## src/design/wdrs_pkg.sv

```systemverilog
// Shared field widths, codes and beat layout for the device run selector.
package wdrs_pkg;

  localparam int IDX_FIELD_W = 4;
  localparam int ID_FIELD_W  = 16;
  localparam int COUNT_W     = 5;

  localparam int IN_TDATA_W  = 48;
  localparam int OUT_TDATA_W = 8;

  localparam logic FUNC_LOAD  = 1'b0;
  localparam logic FUNC_BUILD = 1'b1;

  typedef struct packed {
    logic [COUNT_W-1:0]    count;
    logic [ID_FIELD_W-1:0] start_id;
  } build_req_t;

  typedef struct packed {
    logic [IDX_FIELD_W-1:0] device_index;
    logic                   fail;
    logic                   last;
  } result_t;

endpackage

```

## src/design/wdrs_id_mem.sv

```systemverilog
// Device id memory with registered read, plus per-entry valid flags.
module wdrs_id_mem #(
  parameter int DEPTH = 16,
  parameter int IDX_W = 4,
  parameter int ID_W  = 16
) (
  input  logic             clk,
  input  logic             rst_n,
  input  logic             wr_en,
  input  logic [IDX_W-1:0] wr_addr,
  input  logic [ID_W-1:0]  wr_id,
  input  logic             wr_valid,
  input  logic             rd_en,
  input  logic [IDX_W-1:0] rd_addr,
  output logic [ID_W-1:0]  rd_id,
  output logic             rd_valid
);

  logic [ID_W-1:0]  mem_r [DEPTH];
  logic [DEPTH-1:0] vld_r;
  logic [ID_W-1:0]  rd_id_r;
  logic             rd_valid_r;

  always_ff @(posedge clk) begin
    if (wr_en) begin
      mem_r[wr_addr] <= wr_id;
    end
    if (rd_en) begin
      rd_id_r <= mem_r[rd_addr];
    end
  end

  always_ff @(posedge clk) begin
    if (!rst_n) begin
      vld_r      <= '0;
      rd_valid_r <= 1'b0;
    end else begin
      if (wr_en) begin
        vld_r[wr_addr] <= wr_valid;
      end
      if (rd_en) begin
        rd_valid_r <= vld_r[rd_addr];
      end
    end
  end

  assign rd_id    = rd_id_r;
  assign rd_valid = rd_valid_r;

endmodule

```

## src/design/wdrs_seq.sv

```systemverilog
// Build sequencer: id range scan, per-id table search and result register.
module wdrs_seq #(
  parameter int IDX_W = 4,
  parameter int CNT_W = 5,
  parameter int ID_W  = 16
) (
  input  logic                clk,
  input  logic                rst_n,
  input  logic [CNT_W-1:0]    n_active,
  input  logic                build_go,
  input  wdrs_pkg::build_req_t build_req,
  output logic                idle,
  output logic                rd_en,
  output logic [IDX_W-1:0]    rd_addr,
  input  logic [ID_W-1:0]     rd_id,
  input  logic                rd_valid,
  output logic                res_valid,
  output wdrs_pkg::result_t   res,
  input  logic                res_ready
);

  typedef enum logic [1:0] {
    ST_IDLE,
    ST_RANGE,
    ST_SRCH,
    ST_EMIT
  } state_t;

  state_t                       state_r;
  logic [CNT_W-1:0]             issue_r;
  logic [CNT_W-1:0]             rd_idx_r;
  logic                         rd_vld_r;
  logic [wdrs_pkg::COUNT_W-1:0] remain_r;
  logic [ID_W-1:0]              cur_r;
  logic [ID_W-1:0]              lo_r;
  logic [ID_W-1:0]              hi_r;
  logic [IDX_W-1:0]             hit_idx_r;
  logic                         hit_fail_r;
  logic                         res_valid_r;
  wdrs_pkg::result_t            res_r;

  logic [CNT_W-1:0] last_idx;
  logic             slot_free;
  logic             bad_count;

  assign last_idx  = CNT_W'(n_active - 1'b1);
  assign slot_free = !res_valid_r || res_ready;
  assign bad_count = (build_req.count == '0) ||
                     (32'(build_req.count) > 32'(n_active));

  assign idle      = (state_r == ST_IDLE);
  assign rd_en     = ((state_r == ST_RANGE) || (state_r == ST_SRCH)) && (issue_r < n_active);
  assign rd_addr   = issue_r[IDX_W-1:0];
  assign res_valid = res_valid_r;
  assign res       = res_r;

  always_ff @(posedge clk) begin
    if (!rst_n) begin
      state_r     <= ST_IDLE;
      rd_vld_r    <= 1'b0;
      res_valid_r <= 1'b0;
      issue_r     <= '0;
    end else begin
      rd_vld_r <= rd_en;
      rd_idx_r <= issue_r;
      if (rd_en) begin
        issue_r <= issue_r + 1'b1;
      end
      if ((state_r == ST_EMIT) && slot_free) begin
        res_valid_r <= 1'b1;
      end else if (res_ready) begin
        res_valid_r <= 1'b0;
      end

      case (state_r)
        ST_IDLE: begin
          if (build_go) begin
            remain_r <= build_req.count;
            cur_r    <= ID_W'(build_req.start_id);
            issue_r  <= '0;
            if (bad_count) begin
              hit_fail_r <= 1'b1;
              state_r    <= ST_EMIT;
            end else begin
              state_r <= ST_RANGE;
            end
          end
        end
        ST_RANGE: begin
          if (rd_vld_r) begin
            if (rd_idx_r == '0) begin
              lo_r <= rd_id;
              hi_r <= rd_id;
            end else begin
              if (rd_id < lo_r) lo_r <= rd_id;
              if (rd_id > hi_r) hi_r <= rd_id;
            end
            if (rd_idx_r == last_idx) begin
              issue_r <= '0;
              state_r <= ST_SRCH;
            end
          end
        end
        ST_SRCH: begin
          if (rd_vld_r) begin
            if (rd_valid && (rd_id == cur_r)) begin
              hit_idx_r  <= rd_idx_r[IDX_W-1:0];
              hit_fail_r <= 1'b0;
              state_r    <= ST_EMIT;
            end else if (rd_idx_r == last_idx) begin
              hit_fail_r <= 1'b1;
              state_r    <= ST_EMIT;
            end
          end
        end
        ST_EMIT: begin
          if (slot_free) begin
            if (hit_fail_r) begin
              res_r.device_index <= '0;
              res_r.fail         <= 1'b1;
              res_r.last         <= 1'b1;
              state_r            <= ST_IDLE;
            end else begin
              res_r.device_index <= wdrs_pkg::IDX_FIELD_W'(hit_idx_r);
              res_r.fail         <= 1'b0;
              res_r.last         <= (remain_r == 5'd1);
              if (remain_r == 5'd1) begin
                state_r <= ST_IDLE;
              end else begin
                remain_r <= remain_r - 1'b1;
                cur_r    <= (cur_r == hi_r) ? lo_r : cur_r + 1'b1;
                issue_r  <= '0;
                state_r  <= ST_SRCH;
              end
            end
          end
        end
        default: begin
          state_r <= ST_IDLE;
        end
      endcase
    end
  end

`ifndef SYNTH
  a_fail_is_last: assert property (@(posedge clk) disable iff (!rst_n)
    res_valid_r && res_r.fail |-> res_r.last && (res_r.device_index == '0))
    else $error("fail result without last or with nonzero index");

  a_issue_bound: assert property (@(posedge clk) disable iff (!rst_n)
    (state_r == ST_RANGE || state_r == ST_SRCH) |-> issue_r <= n_active)
    else $error("read issue ran past active count");

  a_hit_in_range: assert property (@(posedge clk) disable iff (!rst_n)
    state_r == ST_EMIT && !hit_fail_r |-> 32'(hit_idx_r) < 32'(n_active))
    else $error("hit index outside active entries");

  a_no_read_idle: assert property (@(posedge clk) disable iff (!rst_n)
    state_r == ST_IDLE |-> !rd_en)
    else $error("memory read while idle");

  a_emit_fills_slot: assert property (@(posedge clk) disable iff (!rst_n)
    state_r == ST_EMIT && slot_free |=> res_valid_r)
    else $error("result not registered on emit");
`endif

endmodule

```

## src/design/wrapping_device_run_select_unit.sv

```systemverilog
// Top level of the wrapping device run selector: ports, config and beat decode.
//
//   channel | dir | handshake             | contents
//   in_     | in  | in_tvalid/in_tready   | tuser func; tdata entry and build fields
//   out_    | out | out_tvalid/out_tready | tdata device_index; tuser fail; tlast last
//   cfg_    | in  | cfg_wr_en             | active_devices
//
// Load beat writes one entry if its index is in range. Build beat: an id range scan
// over the n active entries, then a table search per requested device, each through the single read
// port of the id memory. Invalid count (zero or above n): goes straight to a fail result.
// Reset clears valid flags and active count at once; no clearing pass.
// Results sit in an output register; the sequencer holds while it is full.
module wrapping_device_run_select_unit #(
  parameter int MAX_DEVICES = 16,
  parameter int ID_WIDTH    = 16
) (
  input  logic                             clk,
  input  logic                             rst_n,
  input  logic                             in_tvalid,
  output logic                             in_tready,
  // [3:0] entry_index, [19:4] entry_id, [20] entry_valid,
  // [25:21] request_count, [41:26] start_id, [47:42] zero
  input  logic [wdrs_pkg::IN_TDATA_W-1:0]  in_tdata,
  // [0] func
  input  logic                             in_tuser,
  output logic                             out_tvalid,
  input  logic                             out_tready,
  // [3:0] device_index, [7:4] zero
  output logic [wdrs_pkg::OUT_TDATA_W-1:0] out_tdata,
  // [0] fail
  output logic                             out_tuser,
  output logic                             out_tlast,
  input  logic                             cfg_wr_en,
  input  logic [wdrs_pkg::COUNT_W-1:0]     cfg_wr_data
);

  localparam int IDX_W = (MAX_DEVICES > 1) ? $clog2(MAX_DEVICES) : 1;
  localparam int CNT_W = $clog2(MAX_DEVICES + 1);

  logic [wdrs_pkg::COUNT_W-1:0]     active_r;
  logic [CNT_W-1:0]                 n_active;
  logic                             in_fire;
  logic                             idle;
  logic [wdrs_pkg::IDX_FIELD_W-1:0] f_index;
  logic [wdrs_pkg::ID_FIELD_W-1:0]  f_id;
  logic                             f_valid;
  wdrs_pkg::build_req_t             build_req;
  logic                             wr_en;
  logic                             rd_en;
  logic [IDX_W-1:0]                 rd_addr;
  logic [ID_WIDTH-1:0]              rd_id;
  logic                             rd_valid;
  wdrs_pkg::result_t                res;

  always_ff @(posedge clk) begin
    if (!rst_n) begin
      active_r <= '0;
    end else if (cfg_wr_en) begin
      active_r <= cfg_wr_data;
    end
  end

  always_comb begin
    if (32'(active_r) > 32'(MAX_DEVICES)) begin
      n_active = CNT_W'(MAX_DEVICES);
    end else begin
      n_active = CNT_W'(active_r);
    end
  end

  assign in_tready          = idle;
  assign in_fire            = in_tvalid && in_tready;
  assign f_index            = in_tdata[3:0];
  assign f_id               = in_tdata[19:4];
  assign f_valid            = in_tdata[20];
  assign build_req.count    = in_tdata[25:21];
  assign build_req.start_id = in_tdata[41:26];
  assign wr_en              = in_fire && (in_tuser == wdrs_pkg::FUNC_LOAD) &&
                              (32'(f_index) < 32'(MAX_DEVICES));

  wdrs_id_mem #(
    .DEPTH (MAX_DEVICES),
    .IDX_W (IDX_W),
    .ID_W  (ID_WIDTH)
  ) u_mem (
    .clk      (clk),
    .rst_n    (rst_n),
    .wr_en    (wr_en),
    .wr_addr  (IDX_W'(f_index)),
    .wr_id    (ID_WIDTH'(f_id)),
    .wr_valid (f_valid),
    .rd_en    (rd_en),
    .rd_addr  (rd_addr),
    .rd_id    (rd_id),
    .rd_valid (rd_valid)
  );

  wdrs_seq #(
    .IDX_W (IDX_W),
    .CNT_W (CNT_W),
    .ID_W  (ID_WIDTH)
  ) u_seq (
    .clk       (clk),
    .rst_n     (rst_n),
    .n_active  (n_active),
    .build_go  (in_fire && (in_tuser == wdrs_pkg::FUNC_BUILD)),
    .build_req (build_req),
    .idle      (idle),
    .rd_en     (rd_en),
    .rd_addr   (rd_addr),
    .rd_id     (rd_id),
    .rd_valid  (rd_valid),
    .res_valid (out_tvalid),
    .res       (res),
    .res_ready (out_tready)
  );

  assign out_tdata = {{(wdrs_pkg::OUT_TDATA_W - wdrs_pkg::IDX_FIELD_W){1'b0}},
                      res.device_index};
  assign out_tuser = res.fail;
  assign out_tlast = res.last;

endmodule
```

## config.mk

```make
export PLATFORM = sky130hd
export DESIGN_NAME = wrapping_device_run_select_unit
export DESIGN_NICKNAME = d
export VERILOG_FILES = /design/src/design/wdrs_pkg.sv /design/src/design/wdrs_id_mem.sv /design/src/design/wdrs_seq.sv /design/src/design/wrapping_device_run_select_unit.sv
export SDC_FILE = /design/constraint.sdc
export NUM_CORES = 1
export LEC_CHECK = 0
export ABC_CLOCK_PERIOD_IN_PS = 8300
export BUFFER_PORTS_ARGS = -buffer_cell sky130_fd_sc_hd__buf_2
export CORE_MARGIN = 3
export CORE_UTILIZATION = 45
export CTS_BUF_LIST = sky130_fd_sc_hd__clkbuf_4
export DETAILED_ROUTE_END_ITERATION = 12
export SLEW_MARGIN = 15
export SYNTH_ARGS = -nofsm -noshare
export SYNTH_HDL_FRONTEND = slang
export SYNTH_SLANG_ARGS = --single-unit
```

## constraint.sdc

```tcl
create_clock -name clk -period 8.3 [get_ports clk]
set_input_delay 1.66 -clock clk [delete_from_list [all_inputs] [get_ports clk]]
set_output_delay 1.66 -clock clk [all_outputs]
set_load 0.005 [all_outputs]
```

# Word-level counts from Yosys, hierarchy flattened
# Memories as Yosys holds them, arrays and structs flattened. A register that Yosys moved wholly into a read port is not among the register bits.
# Index checks and enable logic that the tools add are counted.
dict set report totals {
  reg_bits 100
  latch_bits 0
  mem_bits_rw 256
  mem_bits_ro 0
  inputBits 59
  output_inout_bits 12
  wordCells 124
  memories 1
}
dict set report classes {
  n_addsub 4
  multipliers 0
  div 0
  order_cmp 8
  eq_ne 16
  shifts 0
  n_mux 51
  bitwise 1
  n_reduce_logical 26
}
# memory words word_bits read_ports rd_ports_with_merged_regs wr line_no
set memory_table {}
lappend memory_table {u_mem.mem_r 16 16 1 1 1 wdrs_id_mem.sv:19} ;# logic [ID_W-1:0] mem_r [DEPTH];
# cell count
set op_table {}
lappend op_table {{$mux 16} 9}
lappend op_table {{$mux 5} 12}
lappend op_table {{$eq 16x16->1} 2}
lappend op_table {{$pmux 16 s2} 1}
lappend op_table {{$mux 2} 11}
lappend op_table {{$reduce_and 6->1} 3}
lappend op_table {{$add 16x1->16 const B} 1}
lappend op_table {{$bwmux 16} 1}
lappend op_table {{$gt 16x16->1} 1}
lappend op_table {{$lt 16x16->1} 1}
lappend op_table {{$pmux 5 s3} 1}
lappend op_table {{$reduce_and 4->1} 3}
lappend op_table {{$mux 1} 11}
lappend op_table {{$logic_not 5->1} 2}
lappend op_table {{$lt 4x5->1 const B} 2}
lappend op_table {{$ne 2x1->1 const B} 5}
lappend op_table {{$pmux 5 s2} 1}
lappend op_table {{$reduce_bool 2->1} 5}
lappend op_table {{$sub 5x1->5 const B} 2}
lappend op_table {{$pmux 2 s4} 1}
lappend op_table {{$logic_and 1x1->1} 7}
lappend op_table {{$ne 2x2->1 const B} 3}
lappend op_table {{$add 5x1->5 const B} 1}
lappend op_table {{$eq 5x1->1 const B} 1}
lappend op_table {{other kinds (16)} 19}

# Logic depth before layout (Yosys ltp)
dict set report logic_depth {
  ltp_word 9
  mapped_depth 10
  depth_no_buf 10
}

# By module
# Synthesis repeated with hierarchy kept, for this count alone.
dict set report unflattened {
  hier_cells 981
  area_unflattened_um2 16185.5
}
# module n_inst cells_per_inst area_each_um2 seq_area_each_um2
set by_module_without_submodules {}
lappend by_module_without_submodules {wdrs_id_mem 1 477 11008.1 8508.2}
lappend by_module_without_submodules {wdrs_seq 1 475 4908.5 2252.2}
lappend by_module_without_submodules {wrapping_device_run_select_unit 1 29 269.0 100.1}

# Worst setup path after synthesis
# Ideal clock, no wire load.
dict set report synth_path {
  kind {in2reg}
  from {input port in_tuser}
  to {register u_mem.vld_r[0]}
  setup_ps 117
  arrival_time_ps 3876
  required_time_ps 8183
  setup_slack_ps 4308
  path_stages 6
  n_path_buf 1
  cell_sequence {nand3b_1 -> or3_1 -> clkbuf_1 -> nor3_1 -> mux2i_1 -> nor2b_1}
}
dict set report synth_between {
  elab_chain_len 2
}
# item line_no
set synth_rtl {}
lappend synth_rtl {{start: declaration} wrapping_device_run_select_unit.sv:25} ;# input logic in_tuser,
lappend synth_rtl {{$not 1->1} wrapping_device_run_select_unit.sv:78} ;# assign wr_en = in_fire && (in_tuser == wdrs_pkg::FUNC_LOAD) &&
lappend synth_rtl {{$logic_and 1x1->1} wrapping_device_run_select_unit.sv:78}
lappend synth_rtl {{end signal: indexed assignment} wdrs_id_mem.sv:39} ;# vld_r[wr_addr] <= wr_valid;
lappend synth_rtl {{end: declaration} wdrs_id_mem.sv:20} ;# logic [DEPTH-1:0] vld_r;
# Every way passes these cells.
# A chain may end at the register's enable or synchronous reset.

# Worst setup path after layout
dict set report layout_path {
  from {input port in_tuser}
  to {memory u_mem.mem_r[0][4], enable pin}
}
dict set report layout_between {
  elab_chain_len 4
}
# item line_no
set layout_rtl {}
lappend layout_rtl {{$not 1->1} wrapping_device_run_select_unit.sv:78}
lappend layout_rtl {{$logic_and 1x1->1} wrapping_device_run_select_unit.sv:78}
lappend layout_rtl {{$mux 1} wdrs_id_mem.sv:25} ;# if (wr_en) begin
lappend layout_rtl {{$mux 1 (not written as such)} wdrs_id_mem.sv:26} ;# mem_r[wr_addr] <= wr_id;
lappend layout_rtl {{end: declaration} wdrs_id_mem.sv:19}
# Every way passes these cells.

==> results.md <==
* # nets final at 1,213
* Asr flop ratio synth at 0%
* Global-route wire length before repair at about 52,000 µm
* Final hold viol count at 0
* Min-Delay Path Class: reg2reg
* VDD IR max at 0.000121 V
* Final min period at 3.33 ns
* Top FF cell, synth: edfxtp_1
* Hold WS at 0.487 ns
* Number of global-route vias before repair at ~9k
* Port bufs at 60
* Switching pwr at around 1.2 mW
* Clk buf depth at 3
* CP cell instances: buf_2 -> nand3b_1 -> or3_1 -> nor3_2 -> buf_4
* Crit path max fanout at 11
* Total CTS buffers at 97
* Design Area, Final at between 0.015 and 0.02 mm²
* Initial antenna violation count at 3
* WP data required at 8.69 ns
* CP max stage delay at just under 0.8 ns
* Switching part of the total power at a little over a quarter
* Max transition margin at 28.7%
* Cell leakage power at between 6 and 7 nW
* Logic pwr share at ~15%
* WHS Path Cells at 0
* Htree depth at 3
* Synth unique cells at 57
* Total gr overflow at 0
* Setup TNS at 0 ns
* WL per Instance at about 20 µm
* Pin count of the biggest net entering global routing at ~70
* RSZ-0062 raised after global routing: false
* Routability cong. at 0.795
* Post-Synthesis Cells at 966
* Layout Area Growth over Synthesis at 13.0%
* Synth Register Bits at 372
* Critical path arrival at approximately 3.7 ns
* CTS resizes at 0
* Number of flops mapped to enable cells by yosys at 341
* Die height at 195 µm
* Row count at 68
* Die area at 0.0380 mm²
* Initial Util at a little under half
* Placed Area at 0.0170 mm²
* Filler cell count at 2,978
* Routed vias/inst at about 5.3
* Final setup viols at 0
* Worst-Margin Slew at 1.07 ns
* Total track usage at 17.7%
* Vias post-DR at 8,668
* Placed insts at approximately 1.5k
* Clock slew seen by the registers of the worst setup and hold paths at 0.06 ns
* Post-synthesis mux area share at between 10% and 20%
* Max Cap Viol at 0
* Total power draw at 4.46 mW
* Largest family of logic cells by synthesized area: multiplexers
* CTS Root Cell: clkbuf_4
* Status: finished, final reports clean
* Adder-cell share of the synthesized area at about 3.8%
* Startpoint Class: input port
* Cell Int Power at about 3.3 mW
* Iteration count of the initial detailed-routing pass at 4
* Post-synthesis simple-gate area fraction at around 5.4%
* DRC errors left at 0
* Routed wire length at 33,300 µm
* Hold Buf Count CTS at 0
* Crit. End Element: flop
* Yosys warns at 0
* Buf/Inv on CP at 2
* Placeable Area at 0.0349 mm²
* CTS sink cnt at between 300 and 400
* Post-synthesis instance area at 0.0161 mm²
* FF-to-FF path depth at 6
* Slowest stage cell, crit path: nor3_2
* Crit Path Class: in2reg
* Die X at 195 µm
* Non-Filler Instances at 1,625
* Period utilisation layout at 40.2%
* Compound-cell area share of the yosys netlist at 4.22%
* Clk pwr share at 33.2%
* Iter 0 DRT Violations at 471
* TritonCTS clock tree: done
* Worst-skew pair later-pin latency at 0.74 ns
* Post-route ant nets at 0
* Layout cell share with drive strength beyond 1 at 29.9%
* Fmax at ~300 MHz
* Synth Area in XOR/XNOR at 3.05%
* Postcts setup bufs at 0
* Power per Cell Area at 246 mW/mm²
* I/O pin count at 71
* CP Depth at 5
* Detailed placer's ending HPWL at 19,700 µm
* Final Skew at 0.0472 ns
* Max Slew Vio Count at 0
* Syn_area_per_cell at 16.6 µm²
* CP delay by family, top: simple AND/OR/NAND/NOR gates
* Sequential area share after synthesis at 67.6%
* Reg power frac at 51.6%
## power by group through the flow
stage / Clock (mW) / Combinational, mW / Sequential, mW
finish: 1.48 / 0.677 / 2.30
global route: 1.65 / 0.753 / 2.32
CTS: 1.55 / 0.688 / 2.31
detailed placement: 0 / 0.686 / 2.35
global placement: 0 / 0.675 / 2.34
floorplan: 0 / 0.571 / 2.26
## path summary, 6_finish.rpt
| kind | to | slack, ns | start |
|---|---|---|---|
| setup / recovery | u_mem.mem_r[0][4] | 4.97 | in_tuser |
| hold / removal | u_seq.rd_idx_r[1] | 0.49 | u_seq.issue_r[1] |
| setup reg to reg | u_mem.mem_r[0][4] | 5.27 | u_seq.state_r[0] |
| hold reg to reg | u_seq.rd_idx_r[1] | 0.49 | u_seq.issue_r[1] |
## placed cells by master, fill, tap and decap left out, types with 20 or more instances in the layout
master    count
a21oi_1      23
buf_2        60
buf_4        24
clkbuf_4    141
dfxtp_1      29
edfxtp_1    341
ha_1         49
inv_1        43
mux2i_1      20
mux4_2       85
nand2_1      50
nor2_1       39
o21ai_0      40
xnor2_1      47
## state kept, by name (all words and copies together), names as in the netlist, 6 cells and up
| signal | cells |
|---|---|
| u_mem.vld_r | 16 |
| u_seq.cur_r | 16 |
| u_mem.rd_id | 16 |
| u_seq.lo_r | 16 |
| u_mem.mem_r | 256 |
| u_seq.res | 6 |
| u_seq.hi_r | 16 |
## through the flow
step	utilization, %	setup WS, ns
after CTS	52.0	4.90
after global placement	48.6	4.29
after detailed placement	48.6	4.24
final	52.0	4.97
after floorplan	-	4.31
after global routing	52.0	4.85
## logic make-up (layout without fill, tap and decap cells)
kind of cell | after synthesis | in the layout
flops | 372 | 372
simple gates | 179 | 179
mux | 109 | 109
compound gates | 108 | 108
buf+inv | 92 | 292
xor+xnor | 56 | 56
fa+ha+maj | 49 | 49
other cells | 1 | 5
## cells in the mapped netlist, drive strengths merged, types with 2 or more instances
| master | count | area (µm²) |
|---|---|---|
| a211oi | 2 | 15.0 |
| nor2b | 18 | 113 |
| a21oi | 23 | 115 |
| buf | 15 | 98.8 |
| and3 | 3 | 18.8 |
| nor4 | 3 | 33.8 |
| mux2i | 20 | 200 |
| nand4 | 16 | 100 |
| or3 | 2 | 12.5 |
| nor3 | 10 | 50.1 |
| nand2b | 4 | 25.0 |
| xnor2 | 47 | 412 |
| clkbuf | 32 | 120 |
| o211ai | 4 | 30.0 |
| dfxtp | 31 | 621 |
| nand3 | 12 | 60.1 |
| xor2 | 9 | 78.8 |
| or2 | 2 | 12.5 |
| a21o | 7 | 52.6 |
| and2 | 2 | 12.5 |
| mux2 | 4 | 45.0 |
| edfxtp | 341 | 10200 |
| inv | 45 | 169 |
| o21ai | 41 | 205 |
| a21boi | 15 | 113 |
| mux4 | 85 | 1910 |
| nor2 | 51 | 191 |
| o21a | 4 | 30.0 |
| a2111oi | 2 | 23.8 |
| ha | 49 | 613 |
| nand2 | 51 | 194 |
## layout make-up
| cell class | instances | area (µm²) | share of cell area [%] |
|---|---|---|---|
| clock inverters | 22 | 108 | 0.593 |
| well taps | 455 | 569 | 3.14 |
| multi-input cells | 505 | 4880 | 26.9 |
| inverters | 45 | 169 | 0.931 |
| flip-flops and latches | 372 | 10900 | 59.9 |
| clock buffers | 141 | 1060 | 5.84 |
| diodes | 1 | 2.50 | 0.0138 |
| repair buffers | 84 | 480 | 2.65 |
## layer usage
layer | vias to the layer above | track usage, % | part of all wire, %
met5 | - | 0 | 0.084
li1 | 4071 | - | -
met4 | 4 | 5.81 | 1.7
met1 | 4328 | 23.4 | 43
met3 | 54 | 4.18 | 4.8
met2 | 211 | 29.3 | 50
(Power assumes the default switching activity.)
